===== src/rtl/srtf_pkg.sv =====
// Shared types, codes and widths for the SRTF scheduler.
package srtf_pkg;

    localparam int ID_W     = 8;
    localparam int BURST_W  = 16;
    localparam int OUT_TW   = 24;
    localparam int Q_DEPTH  = 2;
    localparam int Q_PTR_W  = 1;
    localparam int Q_CNT_W  = 2;

    // Item kinds on the command port
    localparam logic KIND_ARRIVE = 1'b0;
    localparam logic KIND_TICK   = 1'b1;

    // Operation codes carried through the queue
    localparam logic [1:0] OP_ARRIVE = 2'd0;
    localparam logic [1:0] OP_REJECT = 2'd1;
    localparam logic [1:0] OP_TICK   = 2'd2;

    // Result status codes
    localparam logic [1:0] ST_OK   = 2'd0;
    localparam logic [1:0] ST_FULL = 2'd1;
    localparam logic [1:0] ST_ZERO = 2'd2;

    typedef struct packed {
        logic               kind;
        logic [ID_W-1:0]    job_id;
        logic [BURST_W-1:0] burst_len;
    } in_t;

    typedef struct packed {
        logic [1:0]         op;
        logic [ID_W-1:0]    job_id;
        logic [BURST_W-1:0] burst_len;
    } word_t;

    typedef struct packed {
        logic [1:0]        status;
        logic              ran;
        logic [ID_W-1:0]   run_id;
        logic [OUT_TW-1:0] slot_start;
        logic              finished;
        logic [OUT_TW-1:0] finish_time;
        logic [OUT_TW-1:0] turnaround;
        logic [OUT_TW-1:0] waiting;
    } result_t;

endpackage


===== src/rtl/srtf_front.sv =====
// Front end: accepts command words, classifies them and hands them to the queue.
module srtf_front
    import srtf_pkg::*;
(
    input  logic  clk,
    input  logic  rst_n,
    input  logic  start,
    input  in_t   cmd,
    input  logic  q_full,
    output logic  busy,
    output logic  push,
    output word_t push_word
);

    logic  vld_reg;
    word_t word_reg;
    word_t word_next;
    logic  accept;

    // Stall the port only while a held word cannot enter the queue
    assign busy      = vld_reg && q_full;
    assign push      = vld_reg && !q_full;
    assign accept    = start && !busy;
    assign push_word = word_reg;

    // Classify the incoming word
    always_comb
    begin
        word_next.job_id    = cmd.job_id;
        word_next.burst_len = cmd.burst_len;
        if (cmd.kind == KIND_TICK)
        begin
            word_next.op = OP_TICK;
        end
        else if (cmd.burst_len == '0)
        begin
            word_next.op = OP_REJECT;
        end
        else
        begin
            word_next.op = OP_ARRIVE;
        end
    end

    // Hold the staged word until the queue takes it
    always_ff @(posedge clk or negedge rst_n)
    begin
        if (!rst_n)
        begin
            vld_reg <= 1'b0;
        end
        else if (accept)
        begin
            vld_reg <= 1'b1;
        end
        else if (push)
        begin
            vld_reg <= 1'b0;
        end
    end

    always_ff @(posedge clk)
    begin
        if (accept)
        begin
            word_reg <= word_next;
        end
    end

endmodule


===== src/rtl/srtf_queue.sv =====
// Two-entry queue between the front end and the scheduling engine.
module srtf_queue
    import srtf_pkg::*;
(
    input  logic  clk,
    input  logic  rst_n,
    input  logic  push,
    input  word_t push_word,
    input  logic  pop,
    output logic  full,
    output logic  empty,
    output word_t head
);

    word_t              q_mem_reg [Q_DEPTH];
    logic [Q_PTR_W-1:0] wr_ptr_reg;
    logic [Q_PTR_W-1:0] rd_ptr_reg;
    logic [Q_CNT_W-1:0] count_reg;

    assign full  = (count_reg == Q_CNT_W'(Q_DEPTH));
    assign empty = (count_reg == '0);
    assign head  = q_mem_reg[rd_ptr_reg];

    // Advance pointers and occupancy
    always_ff @(posedge clk or negedge rst_n)
    begin
        if (!rst_n)
        begin
            wr_ptr_reg <= '0;
            rd_ptr_reg <= '0;
            count_reg  <= '0;
        end
        else
        begin
            if (push)
            begin
                wr_ptr_reg <= wr_ptr_reg + 1'b1;
            end
            if (pop)
            begin
                rd_ptr_reg <= rd_ptr_reg + 1'b1;
            end
            if (push && !pop)
            begin
                count_reg <= count_reg + 1'b1;
            end
            else if (pop && !push)
            begin
                count_reg <= count_reg - 1'b1;
            end
        end
    end

    // Store the pushed word
    always_ff @(posedge clk)
    begin
        if (push)
        begin
            q_mem_reg[wr_ptr_reg] <= push_word;
        end
    end

endmodule


===== src/rtl/srtf_back.sv =====
// Scheduling engine: slot table, free-slot search, min-remaining scan and reporting.
module srtf_back
    import srtf_pkg::*;
#(
    parameter int NUM_SLOTS = 16,
    parameter int TIME_BITS = 24
)
(
    input  logic    clk,
    input  logic    rst_n,
    input  logic    q_empty,
    input  word_t   q_head,
    output logic    pop,
    output logic    done,
    output result_t result
);

    localparam int IW = (NUM_SLOTS > 1) ? $clog2(NUM_SLOTS) : 1;
    localparam int CW = $clog2(NUM_SLOTS + 1);
    localparam int WB = (TIME_BITS > OUT_TW) ? TIME_BITS : OUT_TW;
    localparam logic [TIME_BITS-1:0] TIME_MAX = {TIME_BITS{1'b1}};

    localparam logic [2:0] S_IDLE   = 3'd0;
    localparam logic [2:0] S_FIND   = 3'd1;
    localparam logic [2:0] S_SCAN   = 3'd2;
    localparam logic [2:0] S_UPDATE = 3'd3;
    localparam logic [2:0] S_REPORT = 3'd4;

    logic [2:0]           state_reg;
    logic [2:0]           state_next;
    logic [CW-1:0]        cnt_reg;
    logic [CW-1:0]        cnt_next;
    word_t                cur_reg;
    logic [NUM_SLOTS-1:0] slot_valid_reg;
    logic [TIME_BITS-1:0] now_reg;

    // Slot table memories
    logic [ID_W-1:0]      mem_id    [NUM_SLOTS];
    logic [TIME_BITS-1:0] mem_arr   [NUM_SLOTS];
    logic [BURST_W-1:0]   mem_burst [NUM_SLOTS];
    logic [BURST_W-1:0]   mem_rem   [NUM_SLOTS];

    // Scan read stage
    logic [ID_W-1:0]      rd_id_reg;
    logic [TIME_BITS-1:0] rd_arr_reg;
    logic [BURST_W-1:0]   rd_burst_reg;
    logic [BURST_W-1:0]   rd_rem_reg;
    logic [IW-1:0]        rd_idx_reg;
    logic                 rd_valid_reg;
    logic                 cmp_go_reg;

    // Best candidate so far
    logic                 best_found_reg;
    logic [IW-1:0]        best_idx_reg;
    logic [ID_W-1:0]      best_id_reg;
    logic [TIME_BITS-1:0] best_arr_reg;
    logic [BURST_W-1:0]   best_burst_reg;
    logic [BURST_W-1:0]   best_rem_reg;

    // Update stage results
    logic                 ran_reg;
    logic                 fin_reg;
    logic [ID_W-1:0]      run_id_reg;
    logic [TIME_BITS-1:0] start_reg;
    logic [TIME_BITS-1:0] finish_reg;
    logic [TIME_BITS-1:0] tat_reg;

    logic                 done_reg;
    result_t              res_reg;
    result_t              res_next;

    logic [IW-1:0]        idx;
    logic                 find_free;
    logic                 find_full;
    logic                 issue;
    logic                 less;
    logic                 take;
    logic                 scan_end;
    logic                 upd;
    logic [BURST_W-1:0]   rem_dec;
    logic                 done_job;
    logic [TIME_BITS-1:0] now_inc;
    logic [TIME_BITS-1:0] tat_next;
    logic                 emit_zero;
    logic                 emit;
    logic                 wr_rem_en;
    logic [IW-1:0]        wr_rem_addr;
    logic [BURST_W-1:0]   wr_rem_data;
    logic [WB-1:0]        start_w;
    logic [WB-1:0]        finish_w;
    logic [WB-1:0]        tat_w;
    logic [WB-1:0]        burst_w;
    logic [WB-1:0]        wait_w;

    assign idx       = cnt_reg[IW-1:0];
    assign pop       = (state_reg == S_IDLE) && !q_empty;
    assign emit_zero = pop && (q_head.op == OP_REJECT);
    assign find_free = (state_reg == S_FIND) && !slot_valid_reg[idx];
    assign find_full = (state_reg == S_FIND) && slot_valid_reg[idx]
                       && (cnt_reg == CW'(NUM_SLOTS - 1));
    assign issue     = (state_reg == S_SCAN) && (cnt_reg != CW'(NUM_SLOTS));
    assign scan_end  = (state_reg == S_SCAN) && cmp_go_reg
                       && (cnt_reg == CW'(NUM_SLOTS));
    assign upd       = (state_reg == S_UPDATE);
    assign emit      = emit_zero || find_free || find_full || (state_reg == S_REPORT);

    // Order: less remaining, then earlier arrival, then lower id
    assign less = (rd_rem_reg < best_rem_reg)
                  || ((rd_rem_reg == best_rem_reg) && (rd_arr_reg < best_arr_reg))
                  || ((rd_rem_reg == best_rem_reg) && (rd_arr_reg == best_arr_reg)
                      && (rd_id_reg < best_id_reg));
    assign take = cmp_go_reg && rd_valid_reg && (!best_found_reg || less);

    // Update arithmetic
    assign rem_dec  = best_rem_reg - 1'b1;
    assign done_job = best_found_reg && (rem_dec == '0);
    assign now_inc  = (now_reg == TIME_MAX) ? now_reg : now_reg + 1'b1;
    assign tat_next = now_inc - best_arr_reg;

    // Remaining-time write port
    assign wr_rem_en   = find_free || (upd && best_found_reg);
    assign wr_rem_addr = find_free ? idx : best_idx_reg;
    assign wr_rem_data = find_free ? cur_reg.burst_len : rem_dec;

    // Report arithmetic
    assign start_w  = WB'(start_reg);
    assign finish_w = WB'(finish_reg);
    assign tat_w    = WB'(tat_reg);
    assign burst_w  = WB'(best_burst_reg);
    assign wait_w   = (tat_w > burst_w) ? (tat_w - burst_w) : '0;

    // Sequence the engine
    always_comb
    begin
        state_next = state_reg;
        cnt_next   = cnt_reg;
        case (state_reg)
            S_IDLE:
            begin
                if (pop)
                begin
                    cnt_next = '0;
                    case (q_head.op)
                        OP_ARRIVE: state_next = S_FIND;
                        OP_TICK:   state_next = S_SCAN;
                        default:   state_next = S_IDLE;
                    endcase
                end
            end
            S_FIND:
            begin
                if (find_free || find_full)
                begin
                    state_next = S_IDLE;
                end
                else
                begin
                    cnt_next = cnt_reg + 1'b1;
                end
            end
            S_SCAN:
            begin
                if (issue)
                begin
                    cnt_next = cnt_reg + 1'b1;
                end
                if (scan_end)
                begin
                    state_next = S_UPDATE;
                end
            end
            S_UPDATE: state_next = S_REPORT;
            S_REPORT: state_next = S_IDLE;
            default:  state_next = S_IDLE;
        endcase
    end

    // Build the result word
    always_comb
    begin
        res_next = '0;
        if (emit_zero)
        begin
            res_next.status = ST_ZERO;
        end
        else if (find_full)
        begin
            res_next.status = ST_FULL;
        end
        else if (state_reg == S_REPORT)
        begin
            res_next.status     = ST_OK;
            res_next.slot_start = start_w[OUT_TW-1:0];
            res_next.ran        = ran_reg;
            if (ran_reg)
            begin
                res_next.run_id = run_id_reg;
            end
            if (fin_reg)
            begin
                res_next.finished    = 1'b1;
                res_next.finish_time = finish_w[OUT_TW-1:0];
                res_next.turnaround  = tat_w[OUT_TW-1:0];
                res_next.waiting     = wait_w[OUT_TW-1:0];
            end
        end
    end

    // Control state
    always_ff @(posedge clk or negedge rst_n)
    begin
        if (!rst_n)
        begin
            state_reg      <= S_IDLE;
            cnt_reg        <= '0;
            slot_valid_reg <= '0;
            now_reg        <= '0;
            cmp_go_reg     <= 1'b0;
            best_found_reg <= 1'b0;
            done_reg       <= 1'b0;
        end
        else
        begin
            state_reg  <= state_next;
            cnt_reg    <= cnt_next;
            cmp_go_reg <= issue;
            done_reg   <= emit;
            if (find_free)
            begin
                slot_valid_reg[idx] <= 1'b1;
            end
            if (upd && done_job)
            begin
                slot_valid_reg[best_idx_reg] <= 1'b0;
            end
            if (upd)
            begin
                now_reg <= now_inc;
            end
            if (pop && (q_head.op == OP_TICK))
            begin
                best_found_reg <= 1'b0;
            end
            else if (take)
            begin
                best_found_reg <= 1'b1;
            end
        end
    end

    // Slot table write and scan read
    always_ff @(posedge clk)
    begin
        if (find_free)
        begin
            mem_id[idx]    <= cur_reg.job_id;
            mem_arr[idx]   <= now_reg;
            mem_burst[idx] <= cur_reg.burst_len;
        end
        if (wr_rem_en)
        begin
            mem_rem[wr_rem_addr] <= wr_rem_data;
        end
        if (issue)
        begin
            rd_id_reg    <= mem_id[idx];
            rd_arr_reg   <= mem_arr[idx];
            rd_burst_reg <= mem_burst[idx];
            rd_rem_reg   <= mem_rem[idx];
        end
    end

    // Payload registers
    always_ff @(posedge clk)
    begin
        if (pop)
        begin
            cur_reg <= q_head;
        end
        if (issue)
        begin
            rd_idx_reg   <= idx;
            rd_valid_reg <= slot_valid_reg[idx];
        end
        if (take)
        begin
            best_idx_reg   <= rd_idx_reg;
            best_id_reg    <= rd_id_reg;
            best_arr_reg   <= rd_arr_reg;
            best_burst_reg <= rd_burst_reg;
            best_rem_reg   <= rd_rem_reg;
        end
        if (upd)
        begin
            ran_reg    <= best_found_reg;
            fin_reg    <= done_job;
            run_id_reg <= best_id_reg;
            start_reg  <= now_reg;
            finish_reg <= now_inc;
            tat_reg    <= tat_next;
        end
        if (emit)
        begin
            res_reg <= res_next;
        end
    end

    assign done   = done_reg;
    assign result = res_reg;

endmodule


===== src/rtl/srtf_scheduler.sv =====
// Top level of the shortest-remaining-time-first scheduler.
//
// Command channel: drive start with a word on cmd; the word is taken at a
// rising edge where start is high and busy is low. kind 0 is a job arrival
// (job_id, burst_len), kind 1 is one time tick.
// Result channel: every word gives exactly one result on result, shown for
// a single cycle while done is high. The receiver cannot stall; it must
// take each result in the cycle it appears.
// A front stage and a two-entry queue take words while the engine works.
// Engine steps per word, with N = NUM_SLOTS slots:
//   zero-burst arrival: rejected as it is popped from the queue
//   arrival: up to N slots checked, one slot per cycle, for a free entry
//   tick: a scan that reads one table entry per cycle from the slot
//   memory, then an update and a report step.
// The engine takes a new word only once it is through with the last one;
// busy rises once queue and front stage are both full.
// Reset empties the table, clears time to zero and drops queued words.
module srtf_scheduler
    import srtf_pkg::*;
#(
    parameter int NUM_SLOTS = 16,
    parameter int TIME_BITS = 24
)
(
    input  logic    clk,
    input  logic    rst_n,
    input  logic    start,
    input  in_t     cmd,
    output logic    busy,
    output logic    done,
    output result_t result
);

    logic  q_push;
    word_t q_push_word;
    logic  q_pop;
    logic  q_full;
    logic  q_empty;
    word_t q_head;

    srtf_front u_front (
        .clk       (clk),
        .rst_n     (rst_n),
        .start     (start),
        .cmd       (cmd),
        .q_full    (q_full),
        .busy      (busy),
        .push      (q_push),
        .push_word (q_push_word)
    );

    srtf_queue u_queue (
        .clk       (clk),
        .rst_n     (rst_n),
        .push      (q_push),
        .push_word (q_push_word),
        .pop       (q_pop),
        .full      (q_full),
        .empty     (q_empty),
        .head      (q_head)
    );

    srtf_back #(
        .NUM_SLOTS (NUM_SLOTS),
        .TIME_BITS (TIME_BITS)
    ) u_back (
        .clk     (clk),
        .rst_n   (rst_n),
        .q_empty (q_empty),
        .q_head  (q_head),
        .pop     (q_pop),
        .done    (done),
        .result  (result)
    );

    // A rejected or dropped arrival never reports a run
    a_status_no_run: assert property (@(posedge clk) disable iff (!rst_n)
        done && (result.status != ST_OK) |-> !result.ran)
        else $error("non-ok status with ran set");

    // Completion only for a job that ran
    a_finish_ran: assert property (@(posedge clk) disable iff (!rst_n)
        done && result.finished |-> result.ran)
        else $error("finished without ran");

    // Busy rises only after a word was accepted
    a_busy_rise: assert property (@(posedge clk) disable iff (!rst_n)
        $rose(busy) |-> $past(start))
        else $error("busy rose without an accepted word");

    // Engine pops only a non-empty queue
    a_pop_nonempty: assert property (@(posedge clk) disable iff (!rst_n)
        q_pop |-> !q_empty)
        else $error("pop from empty queue");

endmodule

===== config.mk =====
export PLATFORM = sky130hd
export DESIGN_NAME = srtf_scheduler
export DESIGN_NICKNAME = d
export VERILOG_FILES = /design/src/rtl/srtf_pkg.sv /design/src/rtl/srtf_front.sv /design/src/rtl/srtf_queue.sv /design/src/rtl/srtf_back.sv /design/src/rtl/srtf_scheduler.sv
export SDC_FILE = /design/constraint.sdc
export NUM_CORES = 2
export LEC_CHECK = 0
export ABC_AREA = 1
export BUFFER_PORTS_ARGS = -buffer_cell sky130_fd_sc_hd__clkbuf_2
export CAP_MARGIN = 20
export CELL_PAD_IN_SITES_DETAIL_PLACEMENT = 1
export CELL_PAD_IN_SITES_GLOBAL_PLACEMENT = 1
export CORE_AREA = 2 2 395 397
export CTS_CLUSTER_SIZE = 14
export DETAILED_ROUTE_END_ITERATION = 10
export DIE_AREA = 0 0 397 399
export GPL_ROUTABILITY_DRIVEN = 0
export GPL_TIMING_DRIVEN = 0
export PLACE_DENSITY_LB_ADDON = 0.1
export SLEW_MARGIN = 20
export SYNTH_ARGS = -nofsm -noshare
export SYNTH_HDL_FRONTEND = slang
export SYNTH_HIERARCHICAL = 1
export SYNTH_SLANG_ARGS = --single-unit

===== constraint.sdc =====
create_clock -name clk -period 14.2 [get_ports clk]
set_input_delay 1.42 -clock clk [delete_from_list [all_inputs] [get_ports clk]]
set_output_delay 1.42 -clock clk [all_outputs]
set_load 0.01 [all_outputs]

==> impl_metrics.toml <==
[setup_path]
cp-start-kind = "flip-flop"
worst_path_most_repeated_cell = "nand2_1"
cp.depth = 18
crit_buf_inv = 3
crit_arrival_ps = 6120
crit_chain = "ha_1, inv_1, nor3_1, nand2_1, nor2_1, nand2_1, buf_2, o21ai_0, inv_1, ha_1, nand3_1, nand2_1, a21oi_1, o21ai_0, nand2_1, nand3_1, nand3_1, nand2_1"
crit_path_end = "u_back/tat_reg[23]$_DFFE_PN_"
crit_path_end_kind = "flip-flop"
cp.required_ps = 14680
r2r_start = "u_back/now_reg[1]$_DFFE_PN0N_"
startpoint = "u_back/now_reg[1]$_DFFE_PN0N_"
crit_family = "simple AND/OR/NAND/NOR gates"
r2r_slack_ps = 8550
cp_max_fo = 22
cpMaxStageDelayCell = "dfrtp_1"
r2r-end = "u_back/tat_reg[23]$_DFFE_PN_"
r2r_cells = 18
path_class = "reg2reg"
cp_slowest_stage_delay_ps = 910

[die]
fp.dieW_um = 397
core_region_area_mm2 = 0.1537
initial_utilization_pct = 39.92
die-area_mm2 = 0.1584
die_h_um = 399
io_pins = 138
placementRows = 144

[clock_network]
path_clk_slew_ps = 60
cts_max_level = 4
ctsHoldBuffers = 0
clock-sinks = 1509
post_cts_buffers = 0
cts_inserted_buffers = 163
cts_tree = "built"
ctsResizeCount = 0
clockBufferDepth = 3
root_buffer = "clkbuf_16"
insertion_delay_ps = 820

[layout]
largest-register = "u_back/mem_arr"
fillers = 15900
largest_register_ffs = 384
mostFrequentLayoutCell = "edfxtp_1"
syn2layout_area_growth_pct = 17.12
fin_nets = 5378
top_regs = "u_back/mem_arr x384, u_back/mem_burst x256, u_back/mem_rem x256"
final_cell_mix = "edfxtp_1, nor2_1, nand2_1"
drive_above_1_share_pct = 11.48

[global_route]
grt_pass1_vias = 41580
antenna_found_initial = 20
grtUsageTotal_pct = 25.13
grt_pass1_wl_mm = 288.0
grt_max_degree = 54
gr-total-overflow = 0

[synthesis]
ys_ff_latch = 1509
yosysWarnings = 6
synth_edf_count = 1453
syn_area_mm2 = 0.06135
synth_nets = 4991
syn-mean-instance-area_um2 = 12.61
async_reset_ff_share_pct = 3.711
syn_inst = 4866
yosys_most_used_dff = "edfxtp_1"
yosysSeqAreaShare_pct = 73.41
ys_types = 46

[hold_path]
hold_path.class = "reg2reg"

[pwr]
p_total_uw = 14380
p_leak_uw = 0.02555
p_per_area_mw_per_mm2 = 200.1
max-vdd-ir-drop_mv = 0.1279

[detailed_routing]
drtIter0Drc = 3188
wirelength_mm = 199.1
drt_pass1_iterations = 5
vias = 40470
drc = 0
wl_per_cell_um = 26.79
postRouteAntennaNets = 0
vias_per_cell = 5.446

[sta]
max_freq_ghz = 0.1771
rsz0062_at_grt = "false"
drv_slew = 0
setup_viol = 0
min_period_ps = 5646
relSlewSlack_pct = 20.14
finClkSkew_ps = 51.21
tns_ps = 0
setup_ws_ps = 8554
finalCritPeriodShare_pct = 39.76
worstMarginPinSlew_ps = 1198
hold_viol_final = 0

[placed_design]
io_buffers = 137
preCtsSetupSlack_ps = 8548
hpwl_mm = 140.6

[run_status]
status = "complete, no violations"

[flow_run]
cap_viol_max_count = 0
## report_power, final
group	switching (uW)	total [uW]	leakage (uW)	internal (uW)
combinational	2730	3810	0.00900	1080
sequential	516	6450	0.0140	5940
clock	1790	4120	0.00251	2330
total	5030	14400	0.0255	9340
## worst min-delay path by stage
stage / start / endpoint / cells past startpoint
final: u_back/rd_burst_reg[7]$_DFFE_PP_ / u_back/best_burst_reg[7]$_DFFE_PP_ / 0
after global routing: u_back/rd_burst_reg[12]$_DFFE_PP_ / u_back/best_burst_reg[12]$_DFFE_PP_ / 0
after CTS: u_back/rd_burst_reg[7]$_DFFE_PP_ / u_back/best_burst_reg[7]$_DFFE_PP_ / 0
after detailed placement: u_back/rd_burst_reg[7]$_DFFE_PP_ / u_back/best_burst_reg[7]$_DFFE_PP_ / 0
after global placement: u_back/rd_idx_reg[0]$_DFFE_PP_ / u_back/best_idx_reg[0]$_DFFE_PP_ / 0
after floorplan: u_back/rd_burst_reg[0]$_DFFE_PP_ / u_back/best_burst_reg[0]$_DFFE_PP_ / 0
## logic make-up (layout without fill, tap and decap cells)
logic type                 Yosys count  after routing  synth area share, %
adders and majority gates           97             97                2.003
muxes                               26             26               0.5935
other                                0              3                    0
AOI/OAI and AO/OA                  983            983                8.746
xor gates and xnor gates            53             53               0.7567
DFF                               1509           1509                73.41
and+or+nand+nor                   1653           1653                10.89
buffers and inverters              545           1064                3.600
## layout make-up
class / instances / area (um^2) / share of cell area [%]
Sequential cell: 1509 / 45030 / 62.68
Multi-Input combinational cell: 2812 / 14440 / 20.10
Clock buffer: 202 / 4278 / 5.954
Tap cell: 2044 / 2557 / 3.560
Timing Repair Buffer: 222 / 2447 / 3.406
Inverter: 312 / 1174 / 1.634
Buffer: 233 / 1047 / 1.458
Clock inverter: 95 / 858.3 / 1.195
Antenna cell: 3 / 7.507 / 0.01045
## metal layers
metal  track usage (%)  up-vias  wire, um
met5                 0        -         0
met4             8.603        0      6700
met3             3.376      299     10100
met2             42.97     1200     97980
met1             32.95    20710     84370
li1                  -    18260         -
## cell usage after synthesis (3+ instances only)
library cell	instances	area (um^2)
dfrtp_1	56	1401
a31oi_1	18	112.6
nor4_1	3	18.77
xor2_1	44	385.4
o21ai_1	18	90.09
a21o_1	3	22.52
nor2_1	789	2962
a211oi_1	3	22.52
nand2_1	634	2380
edfxtp_1	1453	43630
o22ai_1	256	1602
xnor2_1	9	78.83
a21oi_1	80	400.4
o211ai_2	3	37.54
inv_2	3	11.26
o21ai_2	5	43.79
mux2_4	19	285.3
nor3_1	26	130.1
mux2_2	7	78.83
buf_4	6	45.04
nand3_1	76	380.4
inv_1	309	1160
buf_2	44	220.2
o21bai_1	9	67.56
or2_2	9	56.30
buf_1	4	15.01
o211ai_1	4	30.03
ha_1	95	1189
buf_6	7	78.83
nand4_1	103	644.4
nor2_2	5	31.28
clkbuf_1	170	638.1
o21ai_0	579	2898
## worst reg2reg max path: cells and delay by family (launching register included)
| kind | cells | cell delay [ps] |
|---|---|---|
| AO/OA/AOI/OAI | 3 | 1290 |
| AND/OR/NAND/NOR | 10 | 1840 |
| buffers and inverters | 3 | 570 |
| adder cells (fa/ha/maj) | 2 | 710 |
| flip-flops | 1 | 910 |
## stage by stage
step           hold WS (ps)  instance area [um^2]  util (%)  std cells
2_1_floorplan         400.3                 61350         -       4866
3_3_place_gp          401.3                 64590     42.03       7047
3_5_place_dp          406.3                 66700     43.40       7132
4_1_cts               417.2                 71840     46.74       7429
5_1_grt               429.4                 71840     46.74       7429
6_report              416.7                 71850     46.75       7432
Power figures use the tool's default switching activity.
